`config.mk`:
```
export PLATFORM = sky130hd
export DESIGN_NAME = ffha_cfg
export DESIGN_NICKNAME = d
export VERILOG_FILES = /design/src/rtl/core/ffha_pkg.sv /design/src/rtl/core/ffha_cfg.sv
export SDC_FILE = /design/constraint.sdc
export NUM_CORES = 1
export LEC_CHECK = 0
export ABC_AREA = 1
export BUFFER_PORTS_ARGS = -buffer_cell sky130_fd_sc_hd__buf_4
export CAP_MARGIN = 20
export CORE_MARGIN = 2
export CORE_UTILIZATION = 42
export CTS_CLUSTER_DIAMETER = 30
export CTS_CLUSTER_SIZE = 30
export DETAILED_ROUTE_END_ITERATION = 6
export GPL_TIMING_DRIVEN = 1
export PLACE_DENSITY = 0.79
export SETUP_SLACK_MARGIN = 0.02
export SLEW_MARGIN = 10
export SYNTH_ARGS = -nofsm -noshare
export SYNTH_HDL_FRONTEND = slang
export SYNTH_SLANG_ARGS = --single-unit
```
`constraint.sdc`:
```
create_clock -name i_clk -period 1.34 [get_ports i_clk]
set_input_delay 0.268 -clock i_clk [delete_from_list [all_inputs] [get_ports i_clk]]
set_output_delay 0.268 -clock i_clk [all_outputs]
set_load 0.01 [all_outputs]
```
`src/rtl/core/ffha_pkg.sv`:
```
// ============================================================================
// ffha_pkg : shared types and constants of the handle allocator
// widths, operation and status codes, register map and result layout
// ============================================================================
`timescale 1ns / 1ps
`default_nettype none

package ffha_pkg;

    // field widths
    localparam int HANDLE_W = 14;
    localparam int REL_W    = 15;
    localparam int CNT_W    = 15;
    localparam int MIN_W    = 14;
    localparam int MAX_W    = 15;
    // candidate handle: base plus counter, one bit of growth
    localparam int CAND_W   = CNT_W + 1;

    // freed-mark store covers every handle value
    localparam int MARK_DEPTH = 1 << HANDLE_W;

    // default depth of the reuse queue
    localparam int QUEUE_DEPTH_DEF = 16384;

    // constants
    localparam logic [CNT_W-1:0]    CNT_MAX       = '1;
    localparam logic [MAX_W-1:0]    MAX_LIMIT_RST = 15'd10000;
    localparam logic [MIN_W-1:0]    MIN_BASE_RST  = '0;
    localparam logic [HANDLE_W-1:0] HANDLE_NONE   = '1;

    // configuration port
    localparam int APB_AW      = 3;
    localparam int APB_DW      = 32;
    localparam int REG_IDX_BIT = 2;

    typedef enum logic {
        REG_MIN_BASE  = 1'b0,
        REG_MAX_LIMIT = 1'b1
    } t_reg_idx;

    // operation codes
    typedef enum logic [1:0] {
        FN_ALLOC = 2'd0,
        FN_FREE  = 2'd1,
        FN_CLEAR = 2'd2,
        FN_QUERY = 2'd3
    } t_func;

    // status codes
    typedef enum logic [1:0] {
        ST_OK        = 2'd0,
        ST_EXHAUSTED = 2'd1,
        ST_INVALID   = 2'd2
    } t_status;

    // configuration registers as seen by the controller
    typedef struct packed {
        logic [MAX_W-1:0] max_limit;
        logic [MIN_W-1:0] min_base;
    } t_cfg;

    // result beat, handle_out in the lowest bits
    typedef struct packed {
        logic                    was_used;
        logic                    is_free;
        t_status                 status;
        logic signed [REL_W-1:0] relative_index;
        logic [HANDLE_W-1:0]     handle_out;
    } t_result;

    localparam int RES_W   = $bits(t_result);
    localparam int M_TDATA_W = ((RES_W + 7) / 8) * 8;
    localparam int S_TDATA_W = ((HANDLE_W + 7) / 8) * 8;

endpackage

`default_nettype wire

```
`src/rtl/core/ffha_cfg.sv`:
```
// ============================================================================
// ffha_cfg : configuration registers
// apb write and read of min_base and max_limit
// ============================================================================
`timescale 1ns / 1ps
`default_nettype none

module ffha_cfg (
    input  wire logic                          i_clk,
    input  wire logic                          i_rst_n,
    input  wire logic                          psel,
    input  wire logic                          penable,
    input  wire logic                          pwrite,
    input  wire logic [ffha_pkg::APB_AW-1:0]   paddr,
    input  wire logic [ffha_pkg::APB_DW-1:0]   pwdata,
    output      logic [ffha_pkg::APB_DW-1:0]   prdata,
    output      logic                          pready,
    output      ffha_pkg::t_cfg                o_cfg
);

    logic [ffha_pkg::MIN_W-1:0] r_min_base;
    logic [ffha_pkg::MAX_W-1:0] r_max_limit;
    logic                       wr_en;
    ffha_pkg::t_reg_idx         reg_idx;

    assign pready  = 1'b1;
    assign wr_en   = psel && penable && pwrite && pready;
    assign reg_idx = ffha_pkg::t_reg_idx'(paddr[ffha_pkg::REG_IDX_BIT]);

    // register writes
    always_ff @(posedge i_clk) begin
        if (!i_rst_n) begin
            r_min_base  <= ffha_pkg::MIN_BASE_RST;
            r_max_limit <= ffha_pkg::MAX_LIMIT_RST;
        end else if (wr_en) begin
            case (reg_idx)
                ffha_pkg::REG_MIN_BASE:  r_min_base  <= pwdata[ffha_pkg::MIN_W-1:0];
                ffha_pkg::REG_MAX_LIMIT: r_max_limit <= pwdata[ffha_pkg::MAX_W-1:0];
                default: ;
            endcase
        end
    end

    // read-back
    always_comb begin
        case (reg_idx)
            ffha_pkg::REG_MIN_BASE:  prdata = ffha_pkg::APB_DW'(r_min_base);
            ffha_pkg::REG_MAX_LIMIT: prdata = ffha_pkg::APB_DW'(r_max_limit);
            default:                 prdata = '0;
        endcase
    end

    assign o_cfg.min_base  = r_min_base;
    assign o_cfg.max_limit = r_max_limit;

endmodule

`default_nettype wire

```
==> results of run 1 <==
==> flip-flops by register name (all words and copies together) (netlist names) <==
name	count
r_max_limit	15
r_min_base	14
==> worst min-delay path by stage <==
stage,start,end,slack [ps]
floorplan,pwdata[10],r_max_limit[10],390
global placement,r_max_limit[13],r_max_limit[13],470
detailed placement,r_max_limit[4],r_max_limit[4],470
CTS,pwdata[13],r_max_limit[13],200
global route,pwdata[4],r_max_limit[4],200
finish,pwdata[13],r_max_limit[13],210
==> tightest hold or removal path: stages <==
cell and delay [ps]:
buf_4 80, nand2_1 40, nand3_1 60
==> per-stage QoR <==
stage | setup WS [ps] | hold WS (ps) | utilization, %
after floorplan | 182 | 394 | -
after global placement | 98.1 | 467 | 54.8
after detailed placement | 94.1 | 471 | 54.8
after CTS | 119 | 202 | 57.2
after global routing | 47.4 | 204 | 57.2
final | 133 | 206 | 57.2
==> kinds of logic after synthesis <==
family | synth area share, %
buffers and inverters | 19.3
other | 0.467
and+or+nand+nor | 44.2
DFF | 36.1
==> metal layers <==
metal / part of all wire [%] / wire (µm)
met5: 0 / 0
met2: 49 / 1760
met3: 7.2 / 258
met1: 42 / 1520
met4: 1.5 / 55
==> final cells by class <==
class	count	area, µm²	area share (%)
Sequential cell	29	581	27.7
Multi-Input combinational cell	178	778	37.2
Timing Repair Buffer	69	518	24.7
Tap cell	48	60.1	2.87
Inverter	18	70.1	3.35
Clock buffer	7	86.3	4.12
==> layout by cell type, fill, tap and decap left out <==
cell	synthesis	final
nand3_1	23	23
conb_1	2	18
nor2_2	6	6
clkbuf_8	0	6
dfxtp_1	29	29
inv_1	16	16
nand3_2	7	7
buf_4	19	69
nand2_1	79	79
inv_2	1	1
nor2_1	42	42
clkbuf_1	0	1
inv_4	1	1
nor2_4	3	3
==> power by group through the flow <==
stage | registers [mW] | logic, mW | clock network [mW]
after floorplan | 0.946 | 0.239 | 0
after global routing | 0.920 | 0.396 | 0.790
final | 0.916 | 0.354 | 0.723
after global placement | 0.934 | 0.353 | 0
after CTS | 0.916 | 0.358 | 0.744
after detailed placement | 0.935 | 0.357 | 0
==> flow_metrics.py, run 1 <==
metrics = {
    "timing": {
        "hold_viol": 0,
        "setup_viol": 0,
        "min_period_ps": 1210,
        "post-route-period-util_pct": 90.1,
        "rsz0062_at_grt": "false",
        "max_freq_ghz": 0.829,
        "tns_ps": 0,
        "slew_violations": 0,
        "skew_ps": 0,
    },
    "pwr": {
        "internal-power_mw": 1.46,
        "switchingPower_mw": 0.538,
        "p_seq_share_pct": 45.9,
        "p_sw_share_pct": 27.0,
        "p_leak_nw": 1.12,
        "comb_power_share_pct": 17.8,
        "p_per_area_nw_per_um2": 952,
        "total_power_mw": 1.99,
        "ir_worst_vdd_mv": 0.451,
        "pwr-share-clk_pct": 36.3,
    },
    "routing": {
        "drc": 0,
        "routed_wl_um": 3590,
        "vias_per_cell": 4.40,
        "final_antenna_net_count": 0,
        "drtPass1Iterations": 3,
        "via_count": 1534,
        "wl_per_cell_um": 10.3,
        "first_iter_violations": 87,
    },
    "critical_path": {
        "crit_type": "primary input to output port",
        "arrival_ps": 940,
        "critPathSlowestCell": "inv_4",
        "crit_start": "paddr[2]",
        "path_buf_inv": 3,
        "cp-end-kind": "output port",
        "cpPeakStageDelay_ps": 250,
        "path_depth": 5,
        "ff2ff_path_depth": 2,
        "r2r-start": "r_max_limit[1]",
        "cp.required_ps": 1070,
        "r2r_slack_ps": 730,
        "cp_cell_sequence": "buf_4 > inv_4 > nand2_1 > nand2_1 > buf_4",
        "critical_path.max_fanout": 26,
        "crit_family": "buffers and inverters",
        "endpoint": "prdata[12]",
        "timing.rr.end": "r_max_limit[1]",
        "cp-start-kind": "primary input",
    },
    "outcome": {
        "status": "finished clean",
    },
    "clock_tree": {
        "cts.clk_slew.worst_paths_ps": 60,
        "cts_tree": "built",
        "cts_resized": 0,
        "clkSinkCount": 29,
        "cts_setup_buffers": 0,
        "h-tree-depth": 2,
        "clk_latency_ps": 280,
        "postCtsHoldBufs": 0,
        "clock_path_buffers": 2,
        "numCtsBuffers": 5,
        "root_buffer": "clkbuf_8",
    },
    "grt": {
        "grt_max_degree": 30,
        "grt-ovfl-total": 0,
        "met1_usage_pct": 19.5,
        "gr-usage-met2_pct": 30.9,
        "met3_usage_pct": 4.94,
        "first_global_vias": 1338,
        "busiest_layer": "met2",
        "antenna_found_initial": 0,
        "grt_usage_pct": 17.7,
        "grt_pass1_wl_um": 5780,
    },
    "final_layout": {
        "final_net_count": 341,
        "final_layout_size_suffix_gt1_share_pct": 30.9,
        "stdcell_area_um2": 2090,
        "fillers": 374,
        "area_growth_pct": 30.1,
        "finalNonFillerCells": 349,
        "n_antenna_cell": 0,
    },
    "synth": {
        "synth.cell_area_um2": 1610,
        "yosys.area.top_type": "dfxtp_1",
        "synth_warnings": 0,
        "synth_cell_types": 14,
        "ys_seq_elements": 29,
        "synthCells": 240,
        "async_flop_share_pct": 0,
        "synthTopCellsByArea": "dfxtp_1 36%, nand2_1 18%, nor2_1 9.8%",
        "ys_seq_area_share_pct": 36.1,
        "synth_top_flop_cell": "dfxtp_1",
        "yosysMostFrequentCell": "nand2_1",
        "avgSynthCellArea_um2": 6.70,
        "ys_top_cells_by_count": "79 x nand2_1, 42 x nor2_1, 29 x dfxtp_1",
        "yosys.area.top_type_share_pct": 36.1,
        "synth_edf_count": 0,
    },
    "floorplanning": {
        "dieArea_um2": 4340,
        "die_w_um": 65.9,
        "die_h_um": 65.9,
        "boundaryPins": 102,
        "num_rows": 22,
        "start_util_pct": 44.0,
        "core_area_um2": 3660,
    },
    "placement": {
        "gp_congestion": 0.740,
        "portBuffers": 64,
        "dp_cells": 342,
        "dpl_cell_area_um2": 2010,
        "dp_hpwl_um": 2540,
    },
    "run": {
        "maxCapViolations": 0,
    },
    "worst_hold_path": {
        "min_path_type": "primary input to flip-flop",
        "whs_path_depth": 3,
    },
}
Power figures use the tool's default switching activity.
==> inputs of run 2 (changes only) <==
CORE_ASPECT_RATIO = 0.6   (was not set)
==> run 2 against run 1 <==
Clock power shrank 2%. Final area shrank 0.42%. Wire length grew 4.0%. Register-to-register slack is essentially flat. Critical path depth is the same. Sequential power is essentially flat. Non-clock buffer count shrank 1. Utilization shrank 0.53 points. First-iteration DRC count shrank 51%. Count of clock-buffer cells in the layout is the same.
==> flow_metrics.py, run 2 (synthesized netlist as in run 1, its figures left out) <==
metrics = {
    "clock_tree": {
        "cts.clk_slew.worst_paths_ps": 60,
        "root_buffer": "clkbuf_8",
        "postCtsHoldBufs": 0,
        "clock_path_buffers": 2,
        "cts_resized": 0,
        "h-tree-depth": 2,
        "cts_setup_buffers": 0,
        "clk_latency_ps": 270,
        "clkSinkCount": 29,
        "numCtsBuffers": 5,
        "cts_tree": "built",
    },
    "floorplanning": {
        "core_area_um2": 3680,
        "num_rows": 17,
        "die_h_um": 51.9,
        "start_util_pct": 43.7,
        "dieArea_um2": 4360,
        "die_w_um": 83.9,
        "boundaryPins": 102,
    },
    "timing": {
        "skew_ps": 0,
        "slew_violations": 0,
        "rsz0062_at_grt": "false",
        "post-route-period-util_pct": 91.2,
        "max_freq_ghz": 0.819,
        "min_period_ps": 1220,
        "setup_viol": 0,
        "tns_ps": 0,
        "hold_viol": 0,
        "whs_ps": 211,
    },
    "pwr": {
        "total_power_mw": 1.98,
        "switchingPower_mw": 0.525,
        "internal-power_mw": 1.45,
        "pwr-share-clk_pct": 35.7,
        "comb_power_share_pct": 17.9,
        "p_seq_share_pct": 46.4,
        "ir_worst_vdd_mv": 0.449,
        "p_sw_share_pct": 26.5,
        "p_leak_nw": 1.11,
        "p_per_area_nw_per_um2": 949,
    },
    "routing": {
        "routed_wl_um": 3740,
        "first_iter_violations": 43,
        "drc": 0,
        "drtPass1Iterations": 4,
        "via_count": 1538,
        "vias_per_cell": 4.43,
        "final_antenna_net_count": 0,
        "wl_per_cell_um": 10.8,
    },
    "critical_path": {
        "r2r-start": "r_min_base[5]",
        "path_buf_inv": 3,
        "cp_cell_sequence": "buf_4 > inv_4 > nand2_1 > nand2_1 > buf_4",
        "path_depth": 5,
        "crit_family": "buffers and inverters",
        "crit_start": "paddr[2]",
        "r2r_slack_ps": 730,
        "ff2ff_path_depth": 2,
        "critPathSlowestCell": "inv_4",
        "timing.rr.end": "r_min_base[5]",
        "cp-start-kind": "primary input",
        "endpoint": "prdata[3]",
        "critical_path.max_fanout": 29,
        "cpPeakStageDelay_ps": 270,
        "crit_type": "primary input to output port",
        "arrival_ps": 950,
        "cp.required_ps": 1070,
        "cp-end-kind": "output port",
    },
    "worst_hold_path": {
        "min_path_type": "primary input to flip-flop",
        "whs_path_depth": 3,
    },
    "final_layout": {
        "final_layout_size_suffix_gt1_share_pct": 30.7,
        "area_growth_pct": 29.5,
        "final_common_cell": "nand2_1",
        "stdcell_area_um2": 2080,
        "mostFrequentLayoutCells": "79 x nand2_1, 68 x buf_4, 42 x nor2_1, 29 x dfxtp_1, 23 x nand3_1",
        "n_antenna_cell": 0,
        "top_regs": "r_max_limit: 15 flops, r_min_base: 14 flops",
        "top_register": "r_max_limit",
        "largest_reg_flops": 15,
        "finalNonFillerCells": 347,
        "final_net_count": 340,
    },
    "grt": {
        "grt_max_degree": 30,
        "grt-ovfl-total": 0,
        "grt_usage_pct": 18.3,
        "antenna_found_initial": 0,
        "first_global_vias": 1389,
        "grt_pass1_wl_um": 6220,
    },
    "placement": {
        "portBuffers": 64,
        "gp_congestion": 0.719,
        "dpl_cell_area_um2": 2000,
        "dp_cells": 340,
        "dp_hpwl_um": 2650,
    },
    "run": {
        "maxCapViolations": 0,
    },
    "outcome": {
        "status": "finished clean",
    },
}
## run 2: cell types whose count changed in the layout (fill, tap and decap cells not counted), sizes merged
cell	change
buf	-1
## run 2: worst min path at each step
stage / endpoint / slack, ps / start
after global routing: r_max_limit[9] / 220 / pwdata[9]
after global placement: r_max_limit[13] / 470 / r_max_limit[13]
final: r_max_limit[9] / 210 / pwdata[9]
after floorplan: r_max_limit[10] / 390 / pwdata[10]
after detailed placement: r_max_limit[9] / 470 / r_max_limit[9]
after CTS: r_max_limit[9] / 200 / pwdata[9]
## run 2: final cells by class
| class | count | area (µm²) |
|---|---|---|
| well taps | 47 | 58.8 |
| inverters | 18 | 70.1 |
| flip-flops and latches | 29 | 581 |
| repair buffers | 68 | 510 |
| fillers | 387 | 1600 |
| multi-input cells | 178 | 778 |
| clock buffers | 7 | 86.3 |
## run 2: metal layers
layer  share of wire [%]  global-route usage [%]  up-vias
met2                  45                    30.0       57
met1                  47                    24.0      672
li1                    -                       -      805
met4                0.72                    5.65        0
met3                 7.2                    5.08        4
met5                   0                       0        -
## run 2: worst reg2reg max path, cell delays in order, from the launching register on
cell and delay [ps]:
dfxtp_1 330, nor2_1 130, nor2_2 50
## run 2: power groups by stage
stage | Sequential, mW | Combinational, mW | Clock, mW
3_3_place_gp | 0.935 | 0.351 | 0
3_5_place_dp | 0.936 | 0.356 | 0
4_1_cts | 0.917 | 0.357 | 0.737
5_1_grt | 0.922 | 0.395 | 0.785
2_1_floorplan | 0.946 | 0.239 | 0
6_report | 0.917 | 0.354 | 0.706
## run 2: through the flow
| stage | setup slack [ps] | util, % |
|---|---|---|
| after CTS | 110 | 56.6 |
| after global routing | 44.1 | 56.6 |
| after floorplan | 182 | - |
| final | 118 | 56.6 |
| after detailed placement | 111 | 54.3 |
| after global placement | 108 | 54.3 |
==> inputs of run 3 (changes only) <==
CORE_UTILIZATION = 46   (was 42)
PLACE_DENSITY = 0.86   (was 0.79)
clock period = 1.6 ns   (was 1.34 ns; I/O delays follow)
==> run 3 against run 2 <==
Sequential power is 16% lower. Final cell count is 0.86% lower. Critical endpoint is now prdata[5]. Global-route usage is 2.0 points higher. Combinational power is 16% lower. Register-to-register slack better by 260 ps. Largest cell class unchanged. Clock skew stayed put. Clock power is 18% lower. Count of clock-buffer cells in the layout is 1 lower. Power is 17% lower. Utilization is 6.2 points higher. Wire length is 5.0% higher.
==> flow_metrics.py, run 3 (synthesized netlist as in run 1, its figures left out) <==
metrics = {
    "routing": {
        "via_count": 1563,
        "routed_wl_um": 3920,
        "drtPass1Iterations": 4,
        "wl_per_cell_um": 11.4,
        "final_antenna_net_count": 0,
        "drc": 0,
        "vias_per_cell": 4.54,
        "first_iter_violations": 51,
    },
    "critical_path": {
        "critical_path.max_fanout": 29,
        "cp-start-kind": "primary input",
        "cp-end-kind": "output port",
        "crit_family": "buffers and inverters",
        "path_buf_inv": 3,
        "arrival_ps": 1070,
        "r2r-start": "r_max_limit[7]",
        "crit_type": "primary input to output port",
        "path_depth": 5,
        "cp.required_ps": 1280,
        "critPathSlowestCell": "inv_4",
        "ff2ff_path_depth": 2,
        "cp_cell_sequence": "buf_4 > inv_4 > nand2_1 > nand2_1 > buf_4",
        "timing.rr.end": "r_max_limit[7]",
        "r2r_slack_ps": 990,
        "cpPeakStageDelay_ps": 290,
    },
    "pwr": {
        "p_per_area_nw_per_um2": 794,
        "p_leak_nw": 1.11,
        "ir_worst_vdd_mv": 0.550,
        "total_power_mw": 1.65,
    },
    "timing": {
        "min_period_ps": 1390,
        "skew_ps": 0,
        "post-route-period-util_pct": 86.9,
        "slew_violations": 0,
        "setup_viol": 0,
        "rsz0062_at_grt": "false",
        "max_freq_ghz": 0.719,
        "tns_ps": 0,
        "hold_viol": 0,
    },
    "clock_tree": {
        "root_buffer": "clkbuf_8",
        "h-tree-depth": 2,
        "postCtsHoldBufs": 0,
        "cts.clk_slew.worst_paths_ps": 70,
        "cts_resized": 0,
        "cts_setup_buffers": 0,
        "numCtsBuffers": 5,
        "clock_path_buffers": 2,
        "clkSinkCount": 29,
        "clk_latency_ps": 270,
        "cts_tree": "built",
    },
    "worst_hold_path": {
        "min_path_type": "primary input to flip-flop",
        "hold_end": "r_max_limit[13]",
        "whs_path_depth": 3,
        "hp-start": "pwdata[13]",
    },
    "run": {
        "maxCapViolations": 0,
    },
    "final_layout": {
        "top_regs": "r_max_limit: 15 flops, r_min_base: 14 flops",
        "final_common_cell": "nand2_1",
        "fillers": 332,
        "final_layout_size_suffix_gt1_share_pct": 30.4,
        "largest_reg_flops": 15,
        "final_net_count": 338,
        "mostFrequentLayoutCells": "79 x nand2_1, 65 x buf_4, 42 x nor2_1, 29 x dfxtp_1, 23 x nand3_1",
        "area_growth_pct": 29.0,
        "regArea_um2": 581,
        "utilization_pct": 62.8,
        "n_antenna_cell": 0,
        "top_register": "r_max_limit",
        "multi_input_area_um2": 778,
    },
    "grt": {
        "grt_usage_pct": 20.3,
        "grt-ovfl-total": 0,
        "grt_pass1_wl_um": 6180,
        "first_global_vias": 1372,
        "grt_max_degree": 30,
        "antenna_found_initial": 0,
    },
    "placement": {
        "gp_congestion": 0.695,
        "dp_hpwl_um": 2750,
        "portBuffers": 64,
    },
    "floorplanning": {
        "die_h_um": 49.8,
        "num_rows": 16,
        "die_w_um": 80.4,
        "boundaryPins": 102,
        "dieArea_um2": 4000,
        "start_util_pct": 48.7,
        "core_area_um2": 3300,
    },
    "outcome": {
        "status": "finished clean",
    },
}
[run 3: changes by cell type in the layout (fill, tap and decap cells not counted), sizes merged]
cell	before	now
clkbuf	7	6
clkinv	0	2
buf	68	66
[run 3: cell type report]
| class | count | area share [%] |
|---|---|---|
| clock buffers | 6 | 3.50 |
| clock inverters | 2 | 0.482 |
| inverters | 18 | 3.38 |
| multi-input cells | 178 | 37.5 |
| flip-flops and latches | 29 | 28.0 |
| well taps | 45 | 2.71 |
| repair buffers | 66 | 24.5 |
[run 3: how the worst max path moves through the flow]
| stage | slack (ps) | endpoint | startpoint |
|---|---|---|---|
| floorplan | 340 | prdata[10] | paddr[2] |
| global placement | 220 | prdata[8] | paddr[2] |
| detailed placement | 210 | prdata[5] | paddr[2] |
| CTS | 210 | prdata[5] | paddr[2] |
| global route | 120 | prdata[5] | paddr[2] |
| finish | 210 | prdata[5] | paddr[2] |
[run 3: per-layer routing]
metal	global-route usage [%]	part of all wire [%]
met1	25.0	48
met3	6.78	6.2
met2	33.9	45
met5	0	0
met4	5.93	0.84
[run 3: power by group]
part,switching [mW],internal [mW]
Sequential,0.0204,0.748
Combinational,0.170,0.128
Clock,0.281,0.301
Total,0.472,1.18
[run 3: stage by stage]
| stage | area [µm²] | setup slack (ps) | instances | hold WS, ps |
|---|---|---|---|---|
| final | 2080 | 210 | 344 | 265 |
| after global routing | 2080 | 118 | 344 | 270 |
| after CTS | 2080 | 212 | 344 | 265 |
| after detailed placement | 1990 | 213 | 336 | 477 |
| after global placement | 1990 | 219 | 336 | 471 |
| after floorplan | 1670 | 338 | 256 | 446 |
[run 3: worst reg2reg max path: cells and delay by family, from the launching register on]
family           cells  cell delay (ps)
DFF                  1              380
and+or+nand+nor      2              170
